**src/hdl/lpfp_pkg.sv**
```systemverilog
// Shared types and constants for the length-prefixed frame parser.
// Used by the output channel interface and every module of the parser; no dependencies.
package lpfp_pkg;

  localparam int unsigned LEN_BYTES = 4;
  localparam int unsigned HDR_BYTES = 12;
  localparam int unsigned MIN_DATA_LEN = 1 + HDR_BYTES;
  localparam int unsigned MAX_LEN_W = 25;
  localparam logic [MAX_LEN_W-1:0] MAX_LEN_RESET = 25'd65536;
  localparam int unsigned QUEUE_DEPTH_DEFAULT = 4;

  localparam logic [7:0] CMD_DATA = 8'd1;
  localparam logic [7:0] CMD_END  = 8'd2;

  typedef enum logic [1:0] {
    KIND_DATA  = 2'd0,
    KIND_END   = 2'd1,
    KIND_ERR   = 2'd2,
    KIND_EMPTY = 2'd3
  } kind_t;

  typedef enum logic [3:0] {
    PH_LEN = 4'b0001,
    PH_CMD = 4'b0010,
    PH_HDR = 4'b0100,
    PH_DAT = 4'b1000
  } phase_t;

  // One classified result on its way from the parser to the output stage.
  typedef struct packed {
    kind_t       kind;
    logic [7:0]  data;
    logic        last;
    logic [31:0] idx;
    logic [31:0] rows;
    logic [31:0] cols;
  } q_entry_t;

endpackage

```
**src/hdl/lpfp_if.sv**
```systemverilog
// Valid/ready channel interfaces for the parser's byte input and result output.
// Depends on lpfp_pkg for the result kind type.
interface lpfp_in_if;
  logic       valid;
  logic       ready;
  logic [7:0] in_byte;

  modport source (output valid, output in_byte, input ready);
  modport sink   (input valid, input in_byte, output ready);
endinterface

interface lpfp_out_if;
  import lpfp_pkg::*;

  logic               valid;
  logic               ready;
  kind_t              kind;
  logic [7:0]         payload_byte;
  logic signed [31:0] frame_index;
  logic signed [31:0] row_count;
  logic signed [31:0] col_count;
  logic               last;

  modport source (output valid, output kind, output payload_byte, output frame_index,
                  output row_count, output col_count, output last, input ready);
  modport sink   (input valid, input kind, input payload_byte, input frame_index,
                  input row_count, input col_count, input last, output ready);
endinterface

```
**src/hdl/lpfp_front.sv**
```systemverilog
// Parser front end: accepts bytes, tracks frame phase and pushes classified results.
// Depends on lpfp_pkg and lpfp_in_if.
module lpfp_front (
  input  logic                          clk,
  input  logic                          rst_n,
  lpfp_in_if.sink                       in_ch,
  input  logic [lpfp_pkg::MAX_LEN_W-1:0] max_len,
  input  logic                          q_full,
  output logic                          push,
  output lpfp_pkg::q_entry_t            push_entry
);
  import lpfp_pkg::*;

  phase_t      phase_r, phase_nxt;
  logic [3:0]  cnt_r, cnt_nxt;
  logic [31:0] len_r, len_nxt;
  logic [31:0] rem_r, rem_nxt;
  logic [31:0] idx_r, idx_nxt;
  logic [31:0] rows_r, rows_nxt;
  logic [31:0] cols_r, cols_nxt;
  logic        accept;
  logic [3:0]  cnt_inc;
  logic [4:0]  lane;
  logic [7:0]  b;
  logic [31:0] rem_dec;

  assign in_ch.ready = !q_full;
  assign accept      = in_ch.valid && !q_full;
  assign b           = in_ch.in_byte;
  assign cnt_inc     = cnt_r + 4'd1;
  assign lane        = {cnt_r[1:0], 3'b000};
  assign rem_dec     = (rem_r != 32'd0) ? rem_r - 32'd1 : 32'd0;

  always_comb begin
    phase_nxt       = phase_r;
    cnt_nxt         = cnt_r;
    len_nxt         = len_r;
    rem_nxt         = rem_r;
    idx_nxt         = idx_r;
    rows_nxt        = rows_r;
    cols_nxt        = cols_r;
    push            = 1'b0;
    push_entry.kind = KIND_DATA;
    push_entry.data = 8'd0;
    push_entry.last = 1'b1;
    if (accept) begin
      unique case (phase_r)
        PH_CMD: begin
          phase_nxt = PH_LEN;
          cnt_nxt   = 4'd0;
          if (b == CMD_DATA) begin
            if (len_r < 32'(MIN_DATA_LEN)) begin
              push            = 1'b1;
              push_entry.kind = KIND_ERR;
            end else begin
              rem_nxt   = len_r - 32'(MIN_DATA_LEN);
              phase_nxt = PH_HDR;
            end
          end else if (b == CMD_END) begin
            push            = 1'b1;
            push_entry.kind = KIND_END;
          end
        end
        PH_HDR: begin
          case (cnt_r[3:2])
            2'd0:    idx_nxt[lane +: 8]  = b;
            2'd1:    rows_nxt[lane +: 8] = b;
            default: cols_nxt[lane +: 8] = b;
          endcase
          cnt_nxt = cnt_inc;
          if (cnt_inc >= 4'(HDR_BYTES)) begin
            cnt_nxt = 4'd0;
            if (rem_r == 32'd0) begin
              phase_nxt       = PH_LEN;
              push            = 1'b1;
              push_entry.kind = KIND_EMPTY;
            end else begin
              phase_nxt = PH_DAT;
            end
          end
        end
        PH_DAT: begin
          rem_nxt         = rem_dec;
          push            = 1'b1;
          push_entry.kind = KIND_DATA;
          push_entry.data = b;
          push_entry.last = (rem_dec == 32'd0);
          if (rem_dec == 32'd0) begin
            phase_nxt = PH_LEN;
            cnt_nxt   = 4'd0;
          end
        end
        default: begin
          phase_nxt = PH_LEN;
          len_nxt   = ((cnt_r[1:0] == 2'd0) ? 32'd0 : len_r) | ({24'd0, b} << lane);
          cnt_nxt   = cnt_inc;
          if (cnt_inc >= 4'(LEN_BYTES)) begin
            cnt_nxt = 4'd0;
            if (len_nxt == 32'd0 || len_nxt > {7'd0, max_len}) begin
              push            = 1'b1;
              push_entry.kind = KIND_ERR;
            end else begin
              phase_nxt = PH_CMD;
            end
          end
        end
      endcase
    end
    // Empty-frame results carry the header just completed.
    push_entry.idx  = idx_nxt;
    push_entry.rows = rows_nxt;
    push_entry.cols = cols_nxt;
  end

  always_ff @(posedge clk) begin
    if (!rst_n) begin
      phase_r <= PH_LEN;
      cnt_r   <= 4'd0;
      len_r   <= 32'd0;
      rem_r   <= 32'd0;
      idx_r   <= 32'd0;
      rows_r  <= 32'd0;
      cols_r  <= 32'd0;
    end else begin
      phase_r <= phase_nxt;
      cnt_r   <= cnt_nxt;
      len_r   <= len_nxt;
      rem_r   <= rem_nxt;
      idx_r   <= idx_nxt;
      rows_r  <= rows_nxt;
      cols_r  <= cols_nxt;
    end
  end

endmodule

```
**src/hdl/lpfp_queue.sv**
```systemverilog
// Short result queue between the parser front end and the output stage.
// Depends on lpfp_pkg for the entry type.
module lpfp_queue #(
  parameter int unsigned DEPTH = lpfp_pkg::QUEUE_DEPTH_DEFAULT
) (
  input  logic               clk,
  input  logic               rst_n,
  input  logic               push,
  input  lpfp_pkg::q_entry_t push_entry,
  output logic               full,
  input  logic               pop,
  output logic               not_empty,
  output lpfp_pkg::q_entry_t pop_entry
);
  import lpfp_pkg::*;

  localparam int unsigned PTR_W = (DEPTH > 1) ? $clog2(DEPTH) : 1;
  localparam int unsigned CNT_W = $clog2(DEPTH + 1);

  q_entry_t           slot_r [DEPTH];
  logic [PTR_W-1:0]   wr_ptr_r, wr_ptr_nxt;
  logic [PTR_W-1:0]   rd_ptr_r, rd_ptr_nxt;
  logic [CNT_W-1:0]   cnt_r, cnt_nxt;

  assign full      = (cnt_r == CNT_W'(DEPTH));
  assign not_empty = (cnt_r != '0);
  assign pop_entry = slot_r[rd_ptr_r];

  always_comb begin
    wr_ptr_nxt = wr_ptr_r;
    rd_ptr_nxt = rd_ptr_r;
    cnt_nxt    = cnt_r;
    if (push) begin
      wr_ptr_nxt = (wr_ptr_r == PTR_W'(DEPTH - 1)) ? '0 : wr_ptr_r + 1'b1;
    end
    if (pop) begin
      rd_ptr_nxt = (rd_ptr_r == PTR_W'(DEPTH - 1)) ? '0 : rd_ptr_r + 1'b1;
    end
    if (push && !pop) begin
      cnt_nxt = cnt_r + 1'b1;
    end else if (pop && !push) begin
      cnt_nxt = cnt_r - 1'b1;
    end
  end

  always_ff @(posedge clk) begin
    if (push) begin
      slot_r[wr_ptr_r] <= push_entry;
    end
  end

  always_ff @(posedge clk) begin
    if (!rst_n) begin
      wr_ptr_r <= '0;
      rd_ptr_r <= '0;
      cnt_r    <= '0;
    end else begin
      wr_ptr_r <= wr_ptr_nxt;
      rd_ptr_r <= rd_ptr_nxt;
      cnt_r    <= cnt_nxt;
    end
  end

endmodule

```
**src/hdl/lpfp_back.sv**
```systemverilog
// Output stage: drains the result queue, formats fields by kind and holds them
// in a register until taken. Depends on lpfp_pkg and lpfp_out_if.
module lpfp_back (
  input  logic               clk,
  input  logic               rst_n,
  input  logic               q_valid,
  input  lpfp_pkg::q_entry_t q_entry,
  output logic               pop,
  lpfp_out_if.source         out_ch
);
  import lpfp_pkg::*;

  logic        valid_r;
  kind_t       kind_r;
  logic [7:0]  data_r;
  logic        last_r;
  logic [31:0] idx_r, rows_r, cols_r;
  logic        has_hdr;

  // Advance when the register is empty or its result is being taken.
  assign pop     = q_valid && (!valid_r || out_ch.ready);
  assign has_hdr = (q_entry.kind == KIND_DATA) || (q_entry.kind == KIND_EMPTY);

  always_ff @(posedge clk) begin
    if (!rst_n) begin
      valid_r <= 1'b0;
    end else if (pop) begin
      valid_r <= 1'b1;
    end else if (out_ch.ready) begin
      valid_r <= 1'b0;
    end
  end

  always_ff @(posedge clk) begin
    if (pop) begin
      kind_r <= q_entry.kind;
      data_r <= (q_entry.kind == KIND_DATA) ? q_entry.data : 8'd0;
      last_r <= q_entry.last;
      idx_r  <= has_hdr ? q_entry.idx  : 32'd0;
      rows_r <= has_hdr ? q_entry.rows : 32'd0;
      cols_r <= has_hdr ? q_entry.cols : 32'd0;
    end
  end

  assign out_ch.valid        = valid_r;
  assign out_ch.kind         = kind_r;
  assign out_ch.payload_byte = data_r;
  assign out_ch.last         = last_r;
  assign out_ch.frame_index  = idx_r;
  assign out_ch.row_count    = rows_r;
  assign out_ch.col_count    = cols_r;

endmodule

```
**src/hdl/length_prefixed_frame_parser.sv**
```systemverilog
// Length-prefixed frame parser, top level.
// Bytes enter on in_ch (valid/ready, one byte per accepted request). Each frame is
// a 4-byte little-endian length, a command byte and, for data frames, a 12-byte
// header of index, rows and columns followed by the payload.
// Results leave on out_ch: payload bytes with header values (last on the final
// byte), end events, frame errors and empty-data events.
// cfg_we/cfg_wdata write the largest accepted length; write only while idle.
// Throughput: one byte per cycle while the queue is not full. A byte's result
// is queued on acceptance and is visible once loaded into the output register.
// The parser pushes into a small queue that the output stage drains; when the
// receiver stalls, the queue fills and in_ch.ready drops only once it is full,
// so no result is lost. Reset (rst_n, synchronous) returns the parser to the
// length field, empties the queue and sets the maximum length to 65536.
// Depends on lpfp_pkg, lpfp_if, lpfp_front, lpfp_queue and lpfp_back.
module length_prefixed_frame_parser #(
  parameter int unsigned QUEUE_DEPTH = lpfp_pkg::QUEUE_DEPTH_DEFAULT
) (
  input  logic                           clk,
  input  logic                           rst_n,
  lpfp_in_if.sink                        in_ch,
  lpfp_out_if.source                     out_ch,
  input  logic                           cfg_we,
  input  logic [lpfp_pkg::MAX_LEN_W-1:0] cfg_wdata
);
  import lpfp_pkg::*;

  logic [MAX_LEN_W-1:0] max_len_r;
  logic                 q_full;
  logic                 push;
  q_entry_t             push_entry;
  logic                 pop;
  logic                 q_valid;
  q_entry_t             q_entry;

  always_ff @(posedge clk) begin
    if (!rst_n) begin
      max_len_r <= MAX_LEN_RESET;
    end else if (cfg_we) begin
      max_len_r <= cfg_wdata;
    end
  end

  lpfp_front u_front (
    .clk        (clk),
    .rst_n      (rst_n),
    .in_ch      (in_ch),
    .max_len    (max_len_r),
    .q_full     (q_full),
    .push       (push),
    .push_entry (push_entry)
  );

  lpfp_queue #(
    .DEPTH (QUEUE_DEPTH)
  ) u_queue (
    .clk        (clk),
    .rst_n      (rst_n),
    .push       (push),
    .push_entry (push_entry),
    .full       (q_full),
    .pop        (pop),
    .not_empty  (q_valid),
    .pop_entry  (q_entry)
  );

  lpfp_back u_back (
    .clk     (clk),
    .rst_n   (rst_n),
    .q_valid (q_valid),
    .q_entry (q_entry),
    .pop     (pop),
    .out_ch  (out_ch)
  );

endmodule
```
**src/flat_wrapper.sv**
```systemverilog
// flat-port wrapper written by rule: the top's interface ports become plain ports
module length_prefixed_frame_parser_flat import lpfp_pkg::*;
#(
  parameter int unsigned QUEUE_DEPTH = lpfp_pkg::QUEUE_DEPTH_DEFAULT
)
  (clk, rst_n, cfg_we, cfg_wdata, in_ch_valid, in_ch_in_byte, in_ch_ready, out_ch_valid, out_ch_kind, out_ch_payload_byte, out_ch_frame_index, out_ch_row_count, out_ch_col_count, out_ch_last, out_ch_ready);
  lpfp_in_if in_ch_i ();
  lpfp_out_if out_ch_i ();
  input  logic clk;
  input  logic rst_n;
  input  logic cfg_we;
  input  logic [lpfp_pkg::MAX_LEN_W-1:0] cfg_wdata;
  input wire logic [$bits(in_ch_i.valid)-1:0] in_ch_valid;
  input wire logic [$bits(in_ch_i.in_byte)-1:0] in_ch_in_byte;
  output wire logic [$bits(in_ch_i.ready)-1:0] in_ch_ready;
  output wire logic [$bits(out_ch_i.valid)-1:0] out_ch_valid;
  output wire logic [$bits(out_ch_i.kind)-1:0] out_ch_kind;
  output wire logic [$bits(out_ch_i.payload_byte)-1:0] out_ch_payload_byte;
  output wire logic [$bits(out_ch_i.frame_index)-1:0] out_ch_frame_index;
  output wire logic [$bits(out_ch_i.row_count)-1:0] out_ch_row_count;
  output wire logic [$bits(out_ch_i.col_count)-1:0] out_ch_col_count;
  output wire logic [$bits(out_ch_i.last)-1:0] out_ch_last;
  input wire logic [$bits(out_ch_i.ready)-1:0] out_ch_ready;
  assign in_ch_i.valid = in_ch_valid;
  assign in_ch_i.in_byte = in_ch_in_byte;
  assign in_ch_ready = in_ch_i.ready;
  assign out_ch_valid = out_ch_i.valid;
  assign out_ch_kind = out_ch_i.kind;
  assign out_ch_payload_byte = out_ch_i.payload_byte;
  assign out_ch_frame_index = out_ch_i.frame_index;
  assign out_ch_row_count = out_ch_i.row_count;
  assign out_ch_col_count = out_ch_i.col_count;
  assign out_ch_last = out_ch_i.last;
  assign out_ch_i.ready = out_ch_ready;
  length_prefixed_frame_parser #(.QUEUE_DEPTH(QUEUE_DEPTH)) u_core (.clk(clk), .rst_n(rst_n), .in_ch(in_ch_i), .out_ch(out_ch_i), .cfg_we(cfg_we), .cfg_wdata(cfg_wdata));
endmodule
```
**config.mk**
```make
export PLATFORM = sky130hd
export DESIGN_NAME = length_prefixed_frame_parser_flat
export DESIGN_NICKNAME = d
export VERILOG_FILES = /design/src/hdl/lpfp_pkg.sv /design/src/hdl/lpfp_if.sv /design/src/hdl/lpfp_front.sv /design/src/hdl/lpfp_queue.sv /design/src/hdl/lpfp_back.sv /design/src/hdl/length_prefixed_frame_parser.sv /design/src/flat_wrapper.sv
export SDC_FILE = /design/constraint.sdc
export NUM_CORES = 1
export LEC_CHECK = 0
export BUFFER_PORTS_ARGS = -buffer_cell sky130_fd_sc_hd__buf_2
export CORE_MARGIN = 4
export CORE_UTILIZATION = 40
export DETAILED_ROUTE_END_ITERATION = 8
export PLACE_DENSITY = 0.57
export SYNTH_ARGS = -nofsm -noshare
export SYNTH_HDL_FRONTEND = slang
export SYNTH_HIERARCHICAL = 1
export SYNTH_SLANG_ARGS = --single-unit
```
**constraint.sdc**
```tcl
create_clock -name clk -period 20.5 [get_ports clk]
set_input_delay 3.075 -clock clk [delete_from_list [all_inputs] [get_ports clk]]
set_output_delay 3.075 -clock clk [all_outputs]
set_load 0.005 [all_outputs]
```
### Yosys cells after proc, flatten, opt, wreduce, memory -nomap -nowiden

Memory sizes are Yosys's and may differ from the RTL's. A register that Yosys moved wholly into a read port is not among the register bits.
Index checks and enable logic that the tools add are counted.

| cells by class | value |
|---|---|
| bitwise gates (word level) | 2 |
| add/subtract/negate cells | 8 |
| mux-type cells | 58 |
| div/mod/pow operators | 0 |
| equality and inequality tests | 14 |
| magnitude comparators | 4 |
| $mul | 0 |
| reductions and logical operators | 28 |
| shift-type cells | 3 |

Operators with widths:

| operator | count |
|---|---|
| 2-to-1 mux 32 bit | 13 |
| bitwise mux 32 bit | 3 |
| logical NOT 32 bit | 3 |
| one-hot mux 32 bit (2 select lines) | 1 |
| > comparator 32 x 25 -> 1 bit | 1 |
| < comparator 32 x 4 -> 1 bit (second input constant) | 1 |
| bitwise OR 32 bit | 1 |
| nonzero test 32 bit | 1 |
| variable shift 8 x 7 -> 32 bit (first input constant) | 1 |
| variable part select 8 x 7 -> 32 bit | 1 |
| left shift 8 x 5 -> 32 bit | 1 |
| subtractor 32 x 1 -> 32 bit (second input constant) | 1 |
| subtractor 32 x 4 -> 32 bit (second input constant) | 1 |
| 2-to-1 mux 2 bit | 12 |
| 2-to-1 mux 4 bit | 6 |
| one-hot mux 4 bit (3 select lines) | 2 |
| 2-to-1 mux 1 bit | 13 |
| 2-to-1 mux 3 bit | 4 |
| 2-to-1 mux 11 bit | 1 |
| 2-to-1 mux 9 bit | 1 |
| == test 8 x 1 -> 1 bit (second input constant) | 1 |
| == test 8 x 2 -> 1 bit (second input constant) | 1 |
| inequality test 2 bit (second input constant) | 4 |
| negator 5 -> 7 bit | 1 |
| other kinds (26) | 42 |

| storage, ports and cells | value |
|---|---|
| memories kept | 1 |
| bits in writable memories | 428 |
| flip-flop bits (word level) | 308 |
| input bits | 38 |
| memory bits (read-only) | 0 |
| bits in latches | 0 |

Memory list:

| memory | depth | bits a word | read ports | clocked after Yosys merged registers in | write ports | line | source |
|---|---|---|---|---|---|---|---|
| u_core.u_queue.slot_r | 4 | 107 | 1 | 1 | 1 | lpfp_queue.sv:20 | `q_entry_t slot_r [DEPTH];` |

### Longest topological paths before layout

| logic depth | value |
|---|---|
| word-level depth | 13 |
| mapped depth | 23 |
| mapped depth without buffers | 20 |

### Modules after synthesis

Netlist, hierarchy kept.

By module, submodules not included:

| module | sequential area each (sq um) | cells an instance | instances | area an instance (sq um) |
|---|---|---|---|---|
| lpfp_queue | 13032.5 | 603 | 1 | 15879.0 |
| lpfp_front | 3363.2 | 1293 | 1 | 9658.0 |
| lpfp_back | 3233.1 | 228 | 1 | 4001.3 |
| length_prefixed_frame_parser | 500.5 | 80 | 1 | 963.4 |

### Least setup slack after synthesis

OpenSTA, ideal clock, no wires.

| timing | value |
|---|---|
| path type | input to register |
| start point | input out_ch_ready |
| end point | register u_core.u_queue.cnt_r[2] |
| stages on the path | 9 |
| library setup time | 0.076 ns |
| arrival time | 9.481 ns |
| setup slack | 10.944 ns |
| data required time | 20.424 ns |
| cells stage by stage | nor2b_1 -> nor2b_1 -> inv_1 -> ha_1 -> inv_1 -> fa_1 -> xor2_1 -> or3_1 -> a21boi_0 |

| on the way | value |
|---|---|
| word-level cells in the longest chain between the ends | 5 |
| elaborated cells between the ends (all ways) | 7 |
| those cells by class | 1 x mux; 6 x reduce/logical |

RTL lines:

| item | line | source |
|---|---|---|
| start, declared | flat_wrapper.sv:23 | `input wire logic [$bits(out_ch_i.ready)-1:0] out_ch_ready;` |
| logical OR 1 bit * | lpfp_back.sv:21 | `assign pop = q_valid && (!valid_r \|\| out_ch.ready);` |
| logical AND 1 bit * | lpfp_back.sv:21 |  |
| named net u_core.pop | length_prefixed_frame_parser.sv:31 | `logic pop;` |
| logical NOT 1 bit | lpfp_queue.sv:39 | `if (push && !pop) begin` |
| logical AND 1 bit | lpfp_queue.sv:39 |  |
| 2-to-1 mux 3 bit or nonzero test 2 bit (tied branches) | -- |  |
| end signal, assigned | lpfp_queue.sv:60 | `cnt_r <= cnt_nxt;` |
| end, declared | lpfp_queue.sv:23 | `logic [CNT_W-1:0] cnt_r, cnt_nxt;` |

The timed path passes the listed nets; every way through them passes the cells marked *.
A chain may end at the register's enable or synchronous reset.

### Final worst setup path

| timing | value |
|---|---|
| start point | input in_ch_in_byte[4] |
| end point | memory u_core/u_queue/slot_r[1][50] in the netlist's numbering (enable) |

| on the way | value |
|---|---|
| word-level cells in the longest chain between the ends | 10 |
| elaborated cells between the ends (all ways) | 15 |
| those cells by class | 1 x order compare; 2 x eq/ne; 1 x shift; 8 x mux; 1 x bitwise; 2 x reduce/logical |

RTL lines:

| item | line | source |
|---|---|---|
| start, declared | flat_wrapper.sv:14 | `input wire logic [$bits(in_ch_i.in_byte)-1:0] in_ch_in_byte;` |
| left shift 8 x 5 -> 32 bit | lpfp_front.sv:95 | `len_nxt = ((cnt_r[1:0] == 2'd0) ? 32'd0 : len_r) \| ({24'd0, b} << lane);` |
| bitwise OR 32 bit | lpfp_front.sv:95 |  |
| > comparator 32 x 25 -> 1 bit or logical NOT 32 bit (tied branches) | lpfp_front.sv:99 | `if (len_nxt == 32'd0 \|\| len_nxt > {7'd0, max_len}) begin` |
| logical OR 1 bit | lpfp_front.sv:99 |  |
| 2-to-1 mux 1 bit | lpfp_front.sv:99 |  |
| 2-to-1 mux 1 bit | lpfp_front.sv:97 | `if (cnt_inc >= 4'(LEN_BYTES)) begin` |
| one-hot mux 1 bit (3 select lines) * | lpfp_front.sv:47 | `unique case (phase_r)` |
| 2-to-1 mux 1 bit * | lpfp_front.sv:46 | `if (accept) begin` |
| named net u_core.push | length_prefixed_frame_parser.sv:29 | `logic push;` |
| 2-to-1 mux 1 bit * | lpfp_queue.sv:47 | `if (push) begin` |
| 2-to-1 mux 1 bit (not written as such) * | lpfp_queue.sv:48 | `slot_r[wr_ptr_r] <= push_entry;` |
| end, declared | lpfp_queue.sv:20 |  |

Marks and branches as above.

==> results.toml <==
[cells_and_area]
syn_to_final_growth_pct = 14.1
final_common_cell = "edfxtp_1"
multi_input_area_mm2 = 0.00955
drive_gt1_frac = 0.176
num_antenna_cells = 0
fillCellCount = 6633
area.sequential_mm2 = 0.0201
final_cell_mix = "edfxtp_1, dfxtp_1, nand2_1, nor2b_1, o21ai_0"
nets = 2409

[floorplanning]
initial_core_util = 0.406
die_area_mm2 = 0.0807
die_w_um = 284
core-area_mm2 = 0.0751
io_pins = 147
die_h_um = 284
num_rows = 100

[timing]
holdWs_ps = 484
slew_viol_final = 0
final-setup-viol-count = 0
fin_skew_ps = 36.8
rsz0062_at_grt = "no"
tightest_slew_ps = 1080
clock.fmax_mhz = 135
final.min_clock_period_ps = 7410
setup_tns_ps = 0
slew_headroom = 0.280
hold_viol = 0
min_period_over_period = 0.361

[synthesis]
synth-edff-count = 535
synthDistinctLibCells = 73
synth_seq_cells = 738
synth.area.top_cells = "edfxtp_1, dfxtp_1, mux4_2"
syn_nets = 2283
syn-instance-count = 2204
syn_area_mm2 = 0.0305
yosysTopAreaCellShare = 0.527
yosys.area.top_type = "edfxtp_1"
ys_seq_area_frac = 0.660
synthArstFlopShare = 0
avgSynthCellArea_um2 = 13.8
synth-main-ff-cell = "edfxtp_1"
synth_warnings = 6

[clocking]
ctsResizeCount = 0
postCtsHoldBufs = 0
cts_tree = "done"
cts_htree_levels = 3
clk_pin_slew_ps = 60
clk_latency_ps = 630
cts.sinks = 738
clock_path_buffers = 3
root_buffer = "clkbuf_16"
post-cts-setup-buffers = 0
cts_made_buffers = 81

[grt]
grt_util_met2 = 0.305
grt_max_degree = 88
track_usage = 0.180
met1_usage = 0.239
busiest_layer = "met2"
grt_first_pass_wirelength_um = 112000
grt_pass1_vias = 18200
met3_usage = 0.0275
antenna_found_initial = 2
grt-ovfl-total = 0

[hold_path]
whs_endpoint = "u_core/max_len_r[16]"
min_path_cells = 2
hp-class = "reg2reg"
hp-start = "u_core/max_len_r[16]"

[setup_path]
critPathArrivalTime_ps = 7650
r2r_start = "u_core/u_front/cnt_r[1]"
ff2ff_setup_slack_ps = 14180
ff2ff_path_depth = 17
cp-start-kind = "input port"
worst-path-max-fanout = 65
r2r_end = "u_core/u_queue/slot_r[1][50]"
crit_type = "in2reg"
required_ps = 20740
cp-end-kind = "register"
startpoint = "in_ch_in_byte[4]"

[power]
power.density_mw_per_mm2 = 122
p_leak_uw = 0.0119
vdd_drop_max_uv = 59.9

[job]
max_cap_violations = 0

[route]
wl_per_cell_um = 21.8
firstDrtPassIters = 7
drt_wl_total_um = 73300
dr_total_vias = 18100
drc = 0
ant_nets = 0
vias_per_cell = 5.38
drtIter0Drc = 1112

[outcome]
status = "complete, no violations"

[placement]
dp_hpwl_um = 47700
portBuffers = 146
gp_congestion = 0.901
-- cell type report --
type,count,area share
clock buffer,107,0.0640
tap,969,0.0348
sequential,738,0.579
multi-input combinational,1281,0.274
inverter,64,0.00690
timing repair buffer,164,0.0250
clock inverter,44,0.0163
-- flip-flops by register name, summed over array words and instances (netlist names), 32 cells and up, named ones only --
signal and count:
u_core/u_front/rem_r 32, u_core/u_back/out_ch.row_count 32, u_core/u_front/rows_r 32, u_core/u_back/out_ch.frame_index 32, u_core/u_front/idx_r 32, u_core/u_front/cols_r 32
u_core/u_front/len_r 32, u_core/u_queue/slot_r 428, u_core/u_back/out_ch.col_count 32
-- cell families after synthesis --
| kind of cell | count (synthesis) | synth area share |
|---|---|---|
| buffers and inverters | 185 | 0.0282 |
| muxes | 142 | 0.0905 |
| DFF | 738 | 0.660 |
| adders and majority gates | 41 | 0.0171 |
| AOI/OAI and AO/OA | 335 | 0.0665 |
| and+or+nand+nor | 728 | 0.128 |
| xor gates and xnor gates | 35 | 0.0100 |
-- report_power, final --
part           internal (µW)  switching [µW]  total (µW)
combinational            372             492         864
clock                    919             585        1500
sequential              1790            75.0        1870
-- per-layer routing --
layer / wire length, µm / vias up
li1: - / 8439
met4: 1800 / 0
met2: 36300 / 448
met3: 3290 / 103
met1: 32000 / 9132
met5: 0 / -
-- cells in the mapped netlist, types with 6 or more instances --
cell type,instances
xnor2_1,24
a22oi_1,16
mux4_2,107
nand2b_1,6
o32ai_1,9
dfxtp_1,203
nand4_1,13
a31oi_1,8
a21boi_0,14
and2_1,113
buf_2,26
ha_1,40
nor2b_1,178
o22ai_1,8
o211ai_1,6
xor2_1,11
o21ai_0,162
nand3_1,35
clkbuf_1,79
buf_6,7
or4_1,9
o211a_1,8
nor2_1,74
or3_1,15
and3_1,10
nor3_1,30
edfxtp_1,535
inv_1,64
nand2_1,189
nand3b_1,10
nor4_1,22
a21oi_1,56
mux2i_1,35
-- per-stage QoR --
stage / util / setup WS (ps) / area, µm² / power (µW) / instances
global placement: 0.426 / 12440 / 32000 / 2780 / 3216
detailed placement: 0.426 / 12390 / 32000 / 2790 / 3216
CTS: 0.464 / 13040 / 34800 / 4300 / 3367
finish: 0.464 / 13090 / 34800 / 4230 / 3367
floorplan: - / 10940 / 30500 / 2480 / 2204
global route: 0.464 / 12740 / 34800 / 4450 / 3367
-- critical path, cell delays in order --
cell and delay (ps):
buf_2 190, nand3b_1 130, o21ai_0 140, ha_1 320, and3_1 160, nand3_1 130
a2111oi_0 460, a211oi_1 90, a21oi_1 290, o21ai_0 140, nand2_1 80, nand2_1 80
a21oi_1 570, and2_4 770, buf_4 910
-- how the worst max path moves through the flow --
| stage | end | slack, ps | cells past startpoint |
|---|---|---|---|
| 6_report | u_core/u_queue/slot_r[1][50] | 13090 | 15 |
| 5_1_grt | u_core/u_queue/slot_r[0][31] | 12740 | 15 |
| 4_1_cts | u_core/u_queue/slot_r[1][31] | 13040 | 15 |
| 3_5_place_dp | u_core/u_queue/slot_r[1][53] | 12390 | 15 |
| 3_3_place_gp | u_core/u_queue/slot_r[1][53] | 12440 | 15 |
| 2_1_floorplan | u_core/u_queue/cnt_r[2] | 10940 | 9 |
(Power assumes the default switching activity.)
